===== src/ilt_pkg.sv =====
// ----------------------------------------------------------------------------
// ilt_pkg
// Shared types and constants for the indexed list table engine.
// ----------------------------------------------------------------------------
package ilt_pkg;

    localparam int CAPACITY = 16;

    localparam int WORD_W  = 32;
    localparam int SUM_W   = 36;
    localparam int POS_W   = 5;
    localparam int FIDX_W  = 4;
    localparam int COUNT_W = 5;

    localparam int ADDR_W = $clog2(CAPACITY);
    localparam int CNT_W  = $clog2(CAPACITY + 1);
    localparam int CMP_W  = (CNT_W > POS_W) ? CNT_W : POS_W;

    typedef enum logic [1:0] {
        OP_INSERT  = 2'd0,
        OP_DELETE  = 2'd1,
        OP_REVERSE = 2'd2,
        OP_SEARCH  = 2'd3
    } op_t;

    typedef enum logic [1:0] {
        ST_OK     = 2'd0,
        ST_FULL   = 2'd1,
        ST_BADPOS = 2'd2,
        ST_EMPTY  = 2'd3
    } status_t;

    typedef enum logic [3:0] {
        S_IDLE,
        S_INS_SHIFT,
        S_INS_VAL,
        S_DEL_RD0,
        S_DEL_SHIFT,
        S_REV_RLO,
        S_REV_RHI,
        S_REV_WLO,
        S_REV_WHI,
        S_SRCH
    } state_t;

    // control into the shared add/compare unit
    typedef struct packed {
        logic              sub;
        logic [WORD_W-1:0] operand;
    } unit_ctrl_t;

endpackage


===== src/ilt_ram.sv =====
// ----------------------------------------------------------------------------
// ilt_ram
// Generic single-write, single-read RAM with registered read data.
// ----------------------------------------------------------------------------
module ilt_ram #(
    parameter int WIDTH = 32,
    parameter int DEPTH = 16
) (
    input  logic                     clk,
    input  logic                     we,
    input  logic [$clog2(DEPTH)-1:0] waddr,
    input  logic [WIDTH-1:0]         wdata,
    input  logic [$clog2(DEPTH)-1:0] raddr,
    output logic [WIDTH-1:0]         rdata
);

    logic [WIDTH-1:0] mem_reg [DEPTH];
    logic [WIDTH-1:0] rdata_reg;

    always_ff @(posedge clk)
    begin
        if (we)
        begin
            mem_reg[waddr] <= wdata;
        end
        rdata_reg <= mem_reg[raddr];
    end

    assign rdata = rdata_reg;

endmodule


===== src/ilt_unit.sv =====
// ----------------------------------------------------------------------------
// ilt_unit
// Shared arithmetic unit: running-sum add/subtract and key compare.
// ----------------------------------------------------------------------------
module ilt_unit (
    input  logic [ilt_pkg::SUM_W-1:0]  acc,
    input  ilt_pkg::unit_ctrl_t        ctrl,
    input  logic [ilt_pkg::WORD_W-1:0] key,
    input  logic [ilt_pkg::WORD_W-1:0] data,
    output logic [ilt_pkg::SUM_W-1:0]  sum,
    output logic                       eq
);

    logic [ilt_pkg::SUM_W-1:0] ext;
    logic [ilt_pkg::SUM_W-1:0] addend;

    assign ext    = {{(ilt_pkg::SUM_W - ilt_pkg::WORD_W){ctrl.operand[ilt_pkg::WORD_W-1]}},
                     ctrl.operand};
    // subtract as add of the one's complement plus carry-in
    assign addend = ctrl.sub ? ~ext : ext;
    assign sum    = acc + addend + ilt_pkg::SUM_W'(ctrl.sub);
    assign eq     = (key == data);

endmodule


===== src/indexed_list_table_engine.sv =====
// ----------------------------------------------------------------------------
// indexed_list_table_engine
// Ordered list of signed words with insert, delete, reverse and search.
// ----------------------------------------------------------------------------
// An operation is taken when start is high and busy is low; busy then stays
// high until the result beat (a refused operation, a search of an empty list
// or a reverse of fewer than two entries never raises it), which is shown for
// one cycle with done high and cannot be held off. All list moves go through
// one RAM with one read and one write port: insert shifts entries up from the
// tail, then writes the value; delete reads the entry, then shifts later ones
// down; reverse swaps pairs from both ends inward; search reads entries in
// order until a match or the end. The registered result follows the last step
// in the next cycle. The running sum is kept incrementally, so total costs
// nothing extra. No clearing pass follows reset.
module indexed_list_table_engine (
    input  logic                        clk,
    input  logic                        rst_n,
    input  logic                        start,
    output logic                        busy,
    input  logic [1:0]                  opcode,
    input  logic signed [31:0]          value,
    input  logic [4:0]                  position,
    output logic                        done,
    output logic [1:0]                  status,
    output logic                        found,
    output logic [3:0]                  found_index,
    output logic [4:0]                  entry_count,
    output logic signed [35:0]          total
);

    localparam int AW = ilt_pkg::ADDR_W;
    localparam int CW = ilt_pkg::CNT_W;
    localparam int XW = ilt_pkg::CMP_W;
    localparam int WW = ilt_pkg::WORD_W;
    localparam int SW = ilt_pkg::SUM_W;

    ilt_pkg::state_t  state_reg, state_next;
    ilt_pkg::op_t     op_reg, op_next;
    ilt_pkg::status_t status_reg, status_next;

    logic [WW-1:0] val_reg, val_next;
    logic [CW-1:0] pos_reg, pos_next;
    logic [CW-1:0] count_reg, count_next;
    logic [SW-1:0] sum_reg, sum_next;
    logic [CW-1:0] ptr_reg, ptr_next;
    logic [AW-1:0] lo_reg, lo_next;
    logic [AW-1:0] hi_reg, hi_next;
    logic [WW-1:0] tmp_reg, tmp_next;
    logic          wpend_reg, wpend_next;
    logic [AW-1:0] wa_reg, wa_next;
    logic          rvalid_reg, rvalid_next;
    logic [AW-1:0] cidx_reg, cidx_next;
    logic          first_reg, first_next;
    logic          done_reg, done_next;
    logic          found_reg, found_next;
    logic [AW-1:0] fidx_reg, fidx_next;

    logic          ram_we;
    logic [AW-1:0] ram_waddr;
    logic [WW-1:0] ram_wdata;
    logic [AW-1:0] ram_raddr;
    logic [WW-1:0] ram_rdata;

    ilt_pkg::unit_ctrl_t unit_ctrl;
    logic [SW-1:0]       unit_sum;
    logic                unit_eq;

    logic [XW-1:0] pos_x;
    logic [XW-1:0] cnt_x;
    logic [XW-1:0] cap_x;
    logic [AW-1:0] lo_inc;
    logic [AW-1:0] hi_dec;

    ilt_ram #(
        .WIDTH (WW),
        .DEPTH (ilt_pkg::CAPACITY)
    ) u_ram (
        .clk   (clk),
        .we    (ram_we),
        .waddr (ram_waddr),
        .wdata (ram_wdata),
        .raddr (ram_raddr),
        .rdata (ram_rdata)
    );

    ilt_unit u_unit (
        .acc  (sum_reg),
        .ctrl (unit_ctrl),
        .key  (val_reg),
        .data (ram_rdata),
        .sum  (unit_sum),
        .eq   (unit_eq)
    );

    assign pos_x  = XW'(position);
    assign cnt_x  = XW'(count_reg);
    assign cap_x  = XW'(ilt_pkg::CAPACITY);
    assign lo_inc = lo_reg + AW'(1);
    assign hi_dec = hi_reg - AW'(1);

    always_ff @(posedge clk or negedge rst_n)
    begin
        if (!rst_n)
        begin
            state_reg  <= ilt_pkg::S_IDLE;
            count_reg  <= '0;
            sum_reg    <= '0;
            wpend_reg  <= 1'b0;
            rvalid_reg <= 1'b0;
            first_reg  <= 1'b0;
            done_reg   <= 1'b0;
        end
        else
        begin
            state_reg  <= state_next;
            count_reg  <= count_next;
            sum_reg    <= sum_next;
            wpend_reg  <= wpend_next;
            rvalid_reg <= rvalid_next;
            first_reg  <= first_next;
            done_reg   <= done_next;
        end
    end

    always_ff @(posedge clk)
    begin
        op_reg     <= op_next;
        status_reg <= status_next;
        val_reg    <= val_next;
        pos_reg    <= pos_next;
        ptr_reg    <= ptr_next;
        lo_reg     <= lo_next;
        hi_reg     <= hi_next;
        tmp_reg    <= tmp_next;
        wa_reg     <= wa_next;
        cidx_reg   <= cidx_next;
        found_reg  <= found_next;
        fidx_reg   <= fidx_next;
    end

    always_comb
    begin
        state_next  = state_reg;
        op_next     = op_reg;
        status_next = status_reg;
        val_next    = val_reg;
        pos_next    = pos_reg;
        count_next  = count_reg;
        sum_next    = sum_reg;
        ptr_next    = ptr_reg;
        lo_next     = lo_reg;
        hi_next     = hi_reg;
        tmp_next    = tmp_reg;
        wa_next     = wa_reg;
        cidx_next   = cidx_reg;
        first_next  = first_reg;
        found_next  = found_reg;
        fidx_next   = fidx_reg;
        wpend_next  = 1'b0;
        rvalid_next = 1'b0;
        done_next   = 1'b0;

        // a pending shift write always lands the beat after its read
        ram_we    = wpend_reg;
        ram_waddr = wa_reg;
        ram_wdata = ram_rdata;
        ram_raddr = ptr_reg[AW-1:0];

        unit_ctrl.sub     = 1'b0;
        unit_ctrl.operand = val_reg;

        unique case (state_reg)
            ilt_pkg::S_IDLE:
            begin
                if (start)
                begin
                    op_next     = ilt_pkg::op_t'(opcode);
                    val_next    = value;
                    status_next = ilt_pkg::ST_OK;
                    found_next  = 1'b0;
                    fidx_next   = '0;
                    unique case (ilt_pkg::op_t'(opcode))
                        ilt_pkg::OP_INSERT:
                        begin
                            if (cnt_x >= cap_x)
                            begin
                                status_next = ilt_pkg::ST_FULL;
                                done_next   = 1'b1;
                            end
                            else if (pos_x > cnt_x)
                            begin
                                status_next = ilt_pkg::ST_BADPOS;
                                done_next   = 1'b1;
                            end
                            else
                            begin
                                ptr_next   = count_reg;
                                pos_next   = CW'(position);
                                state_next = (pos_x == cnt_x) ? ilt_pkg::S_INS_VAL
                                                              : ilt_pkg::S_INS_SHIFT;
                            end
                        end
                        ilt_pkg::OP_DELETE:
                        begin
                            if (count_reg == '0)
                            begin
                                status_next = ilt_pkg::ST_EMPTY;
                                done_next   = 1'b1;
                            end
                            else if (pos_x >= cnt_x)
                            begin
                                status_next = ilt_pkg::ST_BADPOS;
                                done_next   = 1'b1;
                            end
                            else
                            begin
                                ptr_next   = CW'(position);
                                pos_next   = CW'(position);
                                state_next = ilt_pkg::S_DEL_RD0;
                            end
                        end
                        ilt_pkg::OP_REVERSE:
                        begin
                            if (count_reg > CW'(1))
                            begin
                                lo_next    = '0;
                                hi_next    = AW'(count_reg - CW'(1));
                                state_next = ilt_pkg::S_REV_RLO;
                            end
                            else
                            begin
                                done_next = 1'b1;
                            end
                        end
                        ilt_pkg::OP_SEARCH:
                        begin
                            if (count_reg == '0)
                            begin
                                done_next = 1'b1;
                            end
                            else
                            begin
                                ptr_next   = '0;
                                state_next = ilt_pkg::S_SRCH;
                            end
                        end
                        default:
                        begin
                            done_next = 1'b1;
                        end
                    endcase
                end
            end

            ilt_pkg::S_INS_SHIFT:
            begin
                ram_raddr  = AW'(ptr_reg - CW'(1));
                wpend_next = 1'b1;
                wa_next    = ptr_reg[AW-1:0];
                ptr_next   = ptr_reg - CW'(1);
                if ((ptr_reg - CW'(1)) == pos_reg)
                begin
                    state_next = ilt_pkg::S_INS_VAL;
                end
            end

            ilt_pkg::S_INS_VAL:
            begin
                // drain the last shift write first
                if (!wpend_reg)
                begin
                    ram_we     = 1'b1;
                    ram_waddr  = pos_reg[AW-1:0];
                    ram_wdata  = val_reg;
                    count_next = count_reg + CW'(1);
                    sum_next   = unit_sum;
                    done_next  = 1'b1;
                    state_next = ilt_pkg::S_IDLE;
                end
            end

            ilt_pkg::S_DEL_RD0:
            begin
                ptr_next   = ptr_reg + CW'(1);
                first_next = 1'b1;
                state_next = ilt_pkg::S_DEL_SHIFT;
            end

            ilt_pkg::S_DEL_SHIFT:
            begin
                // first beat: read data is the entry being removed
                if (first_reg)
                begin
                    unit_ctrl.sub     = 1'b1;
                    unit_ctrl.operand = ram_rdata;
                    sum_next          = unit_sum;
                    first_next        = 1'b0;
                end
                if (ptr_reg < count_reg)
                begin
                    ram_raddr  = ptr_reg[AW-1:0];
                    wpend_next = 1'b1;
                    wa_next    = AW'(ptr_reg - CW'(1));
                    ptr_next   = ptr_reg + CW'(1);
                end
                else
                begin
                    count_next = count_reg - CW'(1);
                    done_next  = 1'b1;
                    state_next = ilt_pkg::S_IDLE;
                end
            end

            ilt_pkg::S_REV_RLO:
            begin
                ram_raddr  = lo_reg;
                state_next = ilt_pkg::S_REV_RHI;
            end

            ilt_pkg::S_REV_RHI:
            begin
                ram_raddr  = hi_reg;
                tmp_next   = ram_rdata;
                state_next = ilt_pkg::S_REV_WLO;
            end

            ilt_pkg::S_REV_WLO:
            begin
                ram_we     = 1'b1;
                ram_waddr  = lo_reg;
                ram_wdata  = ram_rdata;
                state_next = ilt_pkg::S_REV_WHI;
            end

            ilt_pkg::S_REV_WHI:
            begin
                ram_we    = 1'b1;
                ram_waddr = hi_reg;
                ram_wdata = tmp_reg;
                // prefetch the next low entry alongside the write
                ram_raddr = lo_inc;
                lo_next   = lo_inc;
                hi_next   = hi_dec;
                if (lo_inc < hi_dec)
                begin
                    state_next = ilt_pkg::S_REV_RHI;
                end
                else
                begin
                    done_next  = 1'b1;
                    state_next = ilt_pkg::S_IDLE;
                end
            end

            ilt_pkg::S_SRCH:
            begin
                if (rvalid_reg && unit_eq)
                begin
                    found_next = 1'b1;
                    fidx_next  = cidx_reg;
                    done_next  = 1'b1;
                    state_next = ilt_pkg::S_IDLE;
                end
                else if (ptr_reg < count_reg)
                begin
                    ram_raddr   = ptr_reg[AW-1:0];
                    rvalid_next = 1'b1;
                    cidx_next   = ptr_reg[AW-1:0];
                    ptr_next    = ptr_reg + CW'(1);
                end
                else
                begin
                    done_next  = 1'b1;
                    state_next = ilt_pkg::S_IDLE;
                end
            end

            default:
            begin
                state_next = ilt_pkg::S_IDLE;
            end
        endcase
    end

    assign busy        = (state_reg != ilt_pkg::S_IDLE);
    assign done        = done_reg;
    assign status      = status_reg;
    assign found       = found_reg;
    assign found_index = 4'(fidx_reg);
    assign entry_count = 5'(count_reg);
    assign total       = sum_reg;

`ifndef SYNTHESIS
    a_count_bound: assert property (@(posedge clk) disable iff (!rst_n)
        count_reg <= CW'(ilt_pkg::CAPACITY))
        else $error("live count above capacity");

    a_no_write_idle: assert property (@(posedge clk) disable iff (!rst_n)
        !busy |-> !wpend_reg)
        else $error("shift write pending while idle");

    a_insert_count: assert property (@(posedge clk) disable iff (!rst_n)
        done_reg && status_reg == ilt_pkg::ST_OK && op_reg == ilt_pkg::OP_INSERT
        |-> count_reg == $past(count_reg) + CW'(1))
        else $error("insert did not grow the list by one");

    a_found_search: assert property (@(posedge clk) disable iff (!rst_n)
        done_reg && found_reg |-> op_reg == ilt_pkg::OP_SEARCH)
        else $error("found flag on a non-search beat");

    a_reverse_sum: assert property (@(posedge clk) disable iff (!rst_n)
        done_reg && op_reg == ilt_pkg::OP_REVERSE |-> $stable(sum_reg))
        else $error("reverse changed the running sum");
`endif

endmodule


===== config.mk =====
export PLATFORM = sky130hd
export DESIGN_NAME = indexed_list_table_engine
export DESIGN_NICKNAME = d
export VERILOG_FILES = /design/src/ilt_pkg.sv /design/src/ilt_ram.sv /design/src/ilt_unit.sv /design/src/indexed_list_table_engine.sv
export SDC_FILE = /design/constraint.sdc
export NUM_CORES = 1
export LEC_CHECK = 0
export ABC_AREA = 0
export BUFFER_PORTS_ARGS = -buffer_cell sky130_fd_sc_hd__buf_4
export CAP_MARGIN = 20
export CORE_ASPECT_RATIO = 1.5
export CORE_MARGIN = 5
export CORE_UTILIZATION = 33
export CTS_BUF_LIST = sky130_fd_sc_hd__clkbuf_8
export CTS_CLUSTER_DIAMETER = 50
export DETAILED_ROUTE_END_ITERATION = 10
export PLACE_DENSITY_LB_ADDON = 0.1
export SLEW_MARGIN = 20
export SYNTH_ARGS = -nofsm -noshare
export SYNTH_HDL_FRONTEND = slang
export SYNTH_SLANG_ARGS = --single-unit

===== constraint.sdc =====
create_clock -name clk -period 7.21 [get_ports clk]
set_input_delay 1.442 -clock clk [delete_from_list [all_inputs] [get_ports clk]]
set_output_delay 1.442 -clock clk [all_outputs]
set_load 0.05 [all_outputs]

==> results of run 1 <==
## cell usage after synthesis (43+ instances only)
| cell type | number | area (um2) |
|---|---|---|
| dfrtp_1 | 49 | 1226 |
| a21oi_1 | 82 | 410.4 |
| inv_1 | 59 | 221.5 |
| xnor2_1 | 65 | 569.3 |
| nand2_1 | 109 | 409.1 |
| mux2i_1 | 483 | 4835 |
| ha_1 | 54 | 675.7 |
| nor2_1 | 91 | 341.6 |
| o21ai_0 | 84 | 420.4 |
| edfxtp_1 | 609 | 18290 |
| clkbuf_1 | 43 | 161.4 |
## area by class of cell
cell class,instances,area (um2)
Fill cell,8722,57600
Sequential cell,690,20150
Multi-Input combinational cell,1232,9896
Clock buffer,121,1665
Tap cell,1251,1565
Timing Repair Buffer,126,1033
Clock inverter,83,593.1
Inverter,59,221.5
Antenna cell,2,5.005
## cells by family after synthesis
kind of cell,count (synthesis),synth area share (%)
flip-flops,690,65.50
multiplexers,485,15.79
AO/OA/AOI/OAI,311,6.681
AND/OR/NAND/NOR,294,4.376
buffers and inverters,161,2.916
XOR/XNOR,87,2.477
adder cells (fa/ha/maj),55,2.261
## worst min-delay path by stage
stage,endpoint,slack (ns),depth (start not counted)
2_1_floorplan,cidx_reg[0]$_DFFE_PP_,0.45,0
3_3_place_gp,total[35]$_DFFE_PN0P_,0.46,1
3_5_place_dp,total[35]$_DFFE_PN0P_,0.47,1
4_1_cts,total[35]$_DFFE_PN0P_,0.48,1
5_1_grt,total[35]$_DFFE_PN0P_,0.50,1
6_report,total[35]$_DFFE_PN0P_,0.48,1
## per-stage QoR
stage	utilization (%)	hold WS, ns
finish	37.89	0.4751
global route	37.88	0.5007
CTS	37.86	0.4787
detailed placement	35.42	0.4697
global placement	35.42	0.4641
floorplan	-	0.4550
## metal layers
metal / part of all wire, % / global-route usage (%) / vias up
li1: - / - / 8250
met1: 42 / 20.21 / 9008
met2: 52 / 29.66 / 390
met3: 3.7 / 2.551 / 120
met4: 2.3 / 4.670 / 0
met5: 0 / 0 / -
==> flow_summary.ini, run 1 <==
[run_status]
status = finished, final reports clean

[critical_path]
path_delay_family = compound AO/OA/AOI/OAI gates
cp_max_fo = 50
crit_top_cell = o2111ai_1
critPathSlowestCell = dfrtp_1
r2r_slack_ns = 2.12
endpoint = total[30]$_DFFE_PN0P_
rr_startpoint = state_reg[2]$_DFFE_PN0P_
critical_path_depth = 15
crit_required_ns = 7.87
cp_num_buf_inv = 1
startpoint = state_reg[2]$_DFFE_PN0P_
crit_chain = nor4b_4 > buf_4 > nand2_2 > nand2_1 > o21ai_0 > ha_1 > nor2b_1 > o2111ai_1 > a21oi_1 > a311o_1 > o2111ai_1 > a31oi_1 > o21ai_1 > and3_1 > o31ai_1
worstSetupPathType = flip-flop to flip-flop
cp.arrival_ns = 5.75
start_kind = flip-flop
rr_worst_depth = 15
critPathCaptureType = flip-flop
cp_slowest_stage_delay_ns = 0.78
reg2reg_to = total[30]$_DFFE_PN0P_

[placed_design]
gp_congestion = 0.8366
placed_area_um2 = 32850
portBuffers = 91
pre_cts_ws_ns = 2.180
dp_cells = 3357
dp_hpwl_mm = 50.70

[yosys]
synth-seq-cells = 690
syn_avg_cell_area_um2 = 14.77
syn_inst = 2083
synth.distinct_cells = 66
async_flop_share_pct = 7.101
ys_seq_area_share_pct = 65.50
ys.flop_type = edfxtp_1
syn_nets = 2180
synth_warnings = 0
synth_edf_count = 609
synth_area_um2 = 30770

[sta]
period_share_pct = 70.53
fmax_mhz = 196.6
hold_viol = 0
clock_skew_ns = 0.02918
fin_tns_setup_ns = 0
slew_headroom_pct = 28.55
rsz0062_at_grt = false
maxSlewViolCount = 0
finalWorstSetupSlack_ns = 2.125
worst_slew_pin_slew_ns = 1.069
fin_crit_ns = 5.085
setup_violations = 0

[clock_network]
cts_max_path_buffers = 3
htreeDepth = 3
cts_buffers = 108
clk_latency_ns = 0.77
cts_tree = built
cts.sinks = 690
cts-root-buf = clkbuf_8
post-cts-setup-buffers = 0
clk_pin_slew_ns = 0.06
hold_buffers = 0
post_cts_resized = 0

[floorplan]
die_w_um = 259.3
dieArea_um2 = 99570
coreArea_um2 = 92740
io_pins = 92
rows = 137
start_util_pct = 33.18
dieHeight_um = 384.0

[global_route]
antenna_found_initial = 1
grt_first_pass_wirelength_mm = 121.6
grt_overflow = 0
grt_use_total_pct = 16.37
grt_max_degree = 93
grt_pass1_vias = 18496

[drt]
wl_per_cell_um = 23.29
wl_mm = 83.00
vias_per_cell = 4.985
dr_total_vias = 17768
drc = 0
drtPass1Iterations = 10
drtIter0Drc = 1206
antenna_left = 0

[final_layout]
nets = 2314
largest_register_ffs = 512
layout_common_cells = edfxtp_1 (609), mux2i_1 (483), clkbuf_8 (121)
stdcell_count = 3564
post_route_cells_drive_above_1_share_pct = 13.89
syn2layout_area_growth_pct = 14.19
fin_area_um2 = 35130
final_common_cell = edfxtp_1

[min_path]
hold_path.class = flip-flop to flip-flop
min-delay-start = total[35]$_DFFE_PN0P_

[job]
drv_cap = 0
Power of run 1 is left out: the tool's default activity adds up to more than one toggle a clock period on the data nets, which glitch-free logic cannot reach.
==> inputs of run 2 (changes only) <==
--- a/config.mk
+++ b/config.mk
@@ -5,7 +5,7 @@
 export SDC_FILE = /design/constraint.sdc
 export NUM_CORES = 1
 export LEC_CHECK = 0
-export ABC_AREA = 0
+export ABC_AREA = 1
 export BUFFER_PORTS_ARGS = -buffer_cell sky130_fd_sc_hd__buf_4
 export CAP_MARGIN = 20
 export CORE_ASPECT_RATIO = 1.5
==> constraint.sdc (replaced) <==
create_clock -name clk -period 4.2 [get_ports clk]
set_input_delay 0.84 -clock clk [delete_from_list [all_inputs] [get_ports clk]]
set_output_delay 0.84 -clock clk [all_outputs]
set_load 0.05 [all_outputs]
==> run 2 against run 1 <==
Against the previous run:
- critical endpoint is now total[29]$_DFFE_PN0P_
- sequential share of layout area fell by 2.6 points
- highest routed layer unchanged
- synthesized cell count rose by 53%
- final cell count rose by 32%
- register-to-register slack got worse by 1.9 ns
- first-iteration DRC count rose by 15%
- utilization rose by 0.14 points
- cell area rose by 4.8%
- area after synthesis rose by 4.2%
- clock-buffer cell count rose by 5
==> flow_summary.ini, run 2 <==
[critical_path]
rr_startpoint = state_reg[1]$_DFFE_PN0P_
cp.arrival_ns = 4.66
r2r_slack_ns = 0.19
startpoint = state_reg[1]$_DFFE_PN0P_
cp_max_fo = 51
critPathCaptureType = flip-flop
endpoint = total[29]$_DFFE_PN0P_
start_kind = flip-flop
rr_worst_depth = 15
reg2reg_to = total[29]$_DFFE_PN0P_
crit_required_ns = 4.85
worstSetupPathType = flip-flop to flip-flop

[job]
drv_cap = 0

[placed_design]
dp_cells = 4487
gp_congestion = 0.9774
dp_hpwl_mm = 60.75
portBuffers = 91
pre_cts_ws_ns = 0.3125

[final_layout]
multi_input_area_um2 = 9763
post_route_cells_drive_above_1_share_pct = 10.48
final_common_cell = nand2_1
syn2layout_area_growth_pct = 14.87
layout_common_cells = nand2_1 (845), edfxtp_1 (609), inv_1 (469)
nFillCells = 9526
stdcell_count = 4694
largest_register_ffs = 512
nets = 3419
register_area_um2 = 20150

[floorplan]
start_util_pct = 33.10
rows = 140
die_w_um = 264.5
coreArea_um2 = 96870
dieArea_um2 = 103600
dieHeight_um = 391.8
io_pins = 92

[drt]
drc = 0
antenna_left = 0
drtPass1Iterations = 5
dr_total_vias = 23120
wl_per_cell_um = 21.84
wl_mm = 102.5
vias_per_cell = 4.925
drtIter0Drc = 1382

[yosys]
async_flop_share_pct = 7.101
yosys.area.top_type = edfxtp_1
syn_inst = 3180
synthTopCellsByCount = nand2_1 (845), edfxtp_1 (609), inv_1 (424)
synth_most_common_cell = nand2_1
synth_area_um2 = 32070
syn_nets = 3277
synth-seq-cells = 690
ys_seq_area_share_pct = 62.85
ys.flop_type = edfxtp_1
synth_edf_count = 609
synth.distinct_cells = 48
synth.area.top_cells = edfxtp_1 (57%), nand2_1 (9.9%), nand3_1 (6.3%)
syn_avg_cell_area_um2 = 10.08
synth_warnings = 0
synthDominantCellAreaShare_pct = 57.03

[sta]
clock_skew_ns = 0.04725
rsz0062_at_grt = false
slew_headroom_pct = 23.01
fmax_mhz = 249.4
setup_violations = 0
finalWorstSetupSlack_ns = 0.1903
fin_tns_setup_ns = 0
period_share_pct = 95.47
maxSlewViolCount = 0
fin_crit_ns = 4.010
worst_slew_pin_slew_ns = 1.155
hold_viol = 0

[clock_network]
clk_pin_slew_ns = 0.07
post_cts_resized = 0
hold_buffers = 0
clk_latency_ns = 0.78
cts_buffers = 110
cts-root-buf = clkbuf_8
cts.sinks = 690
cts_tree = built
cts_max_path_buffers = 3
post-cts-setup-buffers = 0
htreeDepth = 3

[global_route]
grt_use_total_pct = 19.44
grt_first_pass_wirelength_mm = 151.6
grt_overflow = 0
antenna_found_initial = 2
grt_max_degree = 129
grt_pass1_vias = 23225

[min_path]
hold_path.class = input port to asynchronous set/reset pin

[run_status]
status = finished, final reports clean
run 2: cell count changes in the layout (fill, tap and decap cells not counted), moves of 45 or more:
cell | previous run | this run
nand3_1 | 8 | 405
mux2i_1 | 483 | 1
xnor2_1 | 65 | 20
inv_1 | 91 | 469
nand3b_1 | 0 | 69
o211ai_1 | 3 | 72
nand2_1 | 108 | 845
run 2: logic make-up (layout without fill, tap and decap cells):
logic type,Yosys count,after routing,share of synthesized area (%)
AO/OA/AOI/OAI,321,321,6.157
multiplexers,1,1,0.03122
flip-flops,690,690,62.85
AND/OR/NAND/NOR,1491,1491,20.24
buffers and inverters,574,809,7.234
adder cells (fa/ha/maj),55,55,2.170
XOR/XNOR,48,48,1.311
other,0,1,0
run 2: worst min-delay path by stage:
stage,startpoint,to,cells past startpoint,slack [ns]
floorplan,u_ram.rdata[17]$_DFF_P_,tmp_reg[17]$_DFFE_PP_,0,0.42
global placement,u_ram.rdata[0]$_DFF_P_,tmp_reg[0]$_DFFE_PP_,0,0.46
detailed placement,u_ram.rdata[17]$_DFF_P_,tmp_reg[17]$_DFFE_PP_,0,0.46
CTS,rst_n,entry_count[0]$_DFFE_PN0P_,1,0.05
global route,rst_n,entry_count[1]$_DFFE_PN0P_,1,0.10
finish,rst_n,entry_count[1]$_DFFE_PN0P_,1,0.1
run 2: final cells by class:
type | instances | area share, %
multi-input cells | 1916 | 26.50
clock inverters | 79 | 1.084
diodes | 1 | 0.006793
clock buffers | 126 | 4.708
well taps | 1278 | 4.341
inverters | 438 | 4.477
flip-flops and latches | 690 | 54.71
repair buffers | 166 | 4.164
run 2: routing by layer:
| layer | track usage [%] | wire (um) |
|---|---|---|
| met1 | 23.66 | 42330 |
| met2 | 35.08 | 52330 |
| met3 | 2.534 | 4233 |
| met4 | 7.398 | 3615 |
| met5 | 0 | 0 |
run 2: metrics by stage:
| stage | cell area (um2) | hold slack, ns | utilization [%] |
|---|---|---|---|
| detailed placement | 34690 | 0.4608 | 35.81 |
| CTS | 36830 | 0.05310 | 38.02 |
| global placement | 34690 | 0.4596 | 35.81 |
| finish | 36840 | 0.09685 | 38.03 |
| floorplan | 32070 | 0.4249 | - |
| global route | 36840 | 0.1029 | 38.03 |
run 2: worst max-delay path: stages, from the launching register on:
cell,delay (ns)
dfrtp_1,0.42
nor2_2,0.23
nand3_2,0.23
buf_4,0.33
o21ai_0,0.24
ha_1,0.32
a21oi_1,0.31
o21ai_0,0.17
a21oi_1,0.51
o21ai_1,0.41
nand2_1,0.14
nand2_1,0.16
nand3_1,0.16
nand3b_1,0.09
nand3_1,0.10
nand2_1,0.05
Power of run 2 is left out for the same reason.
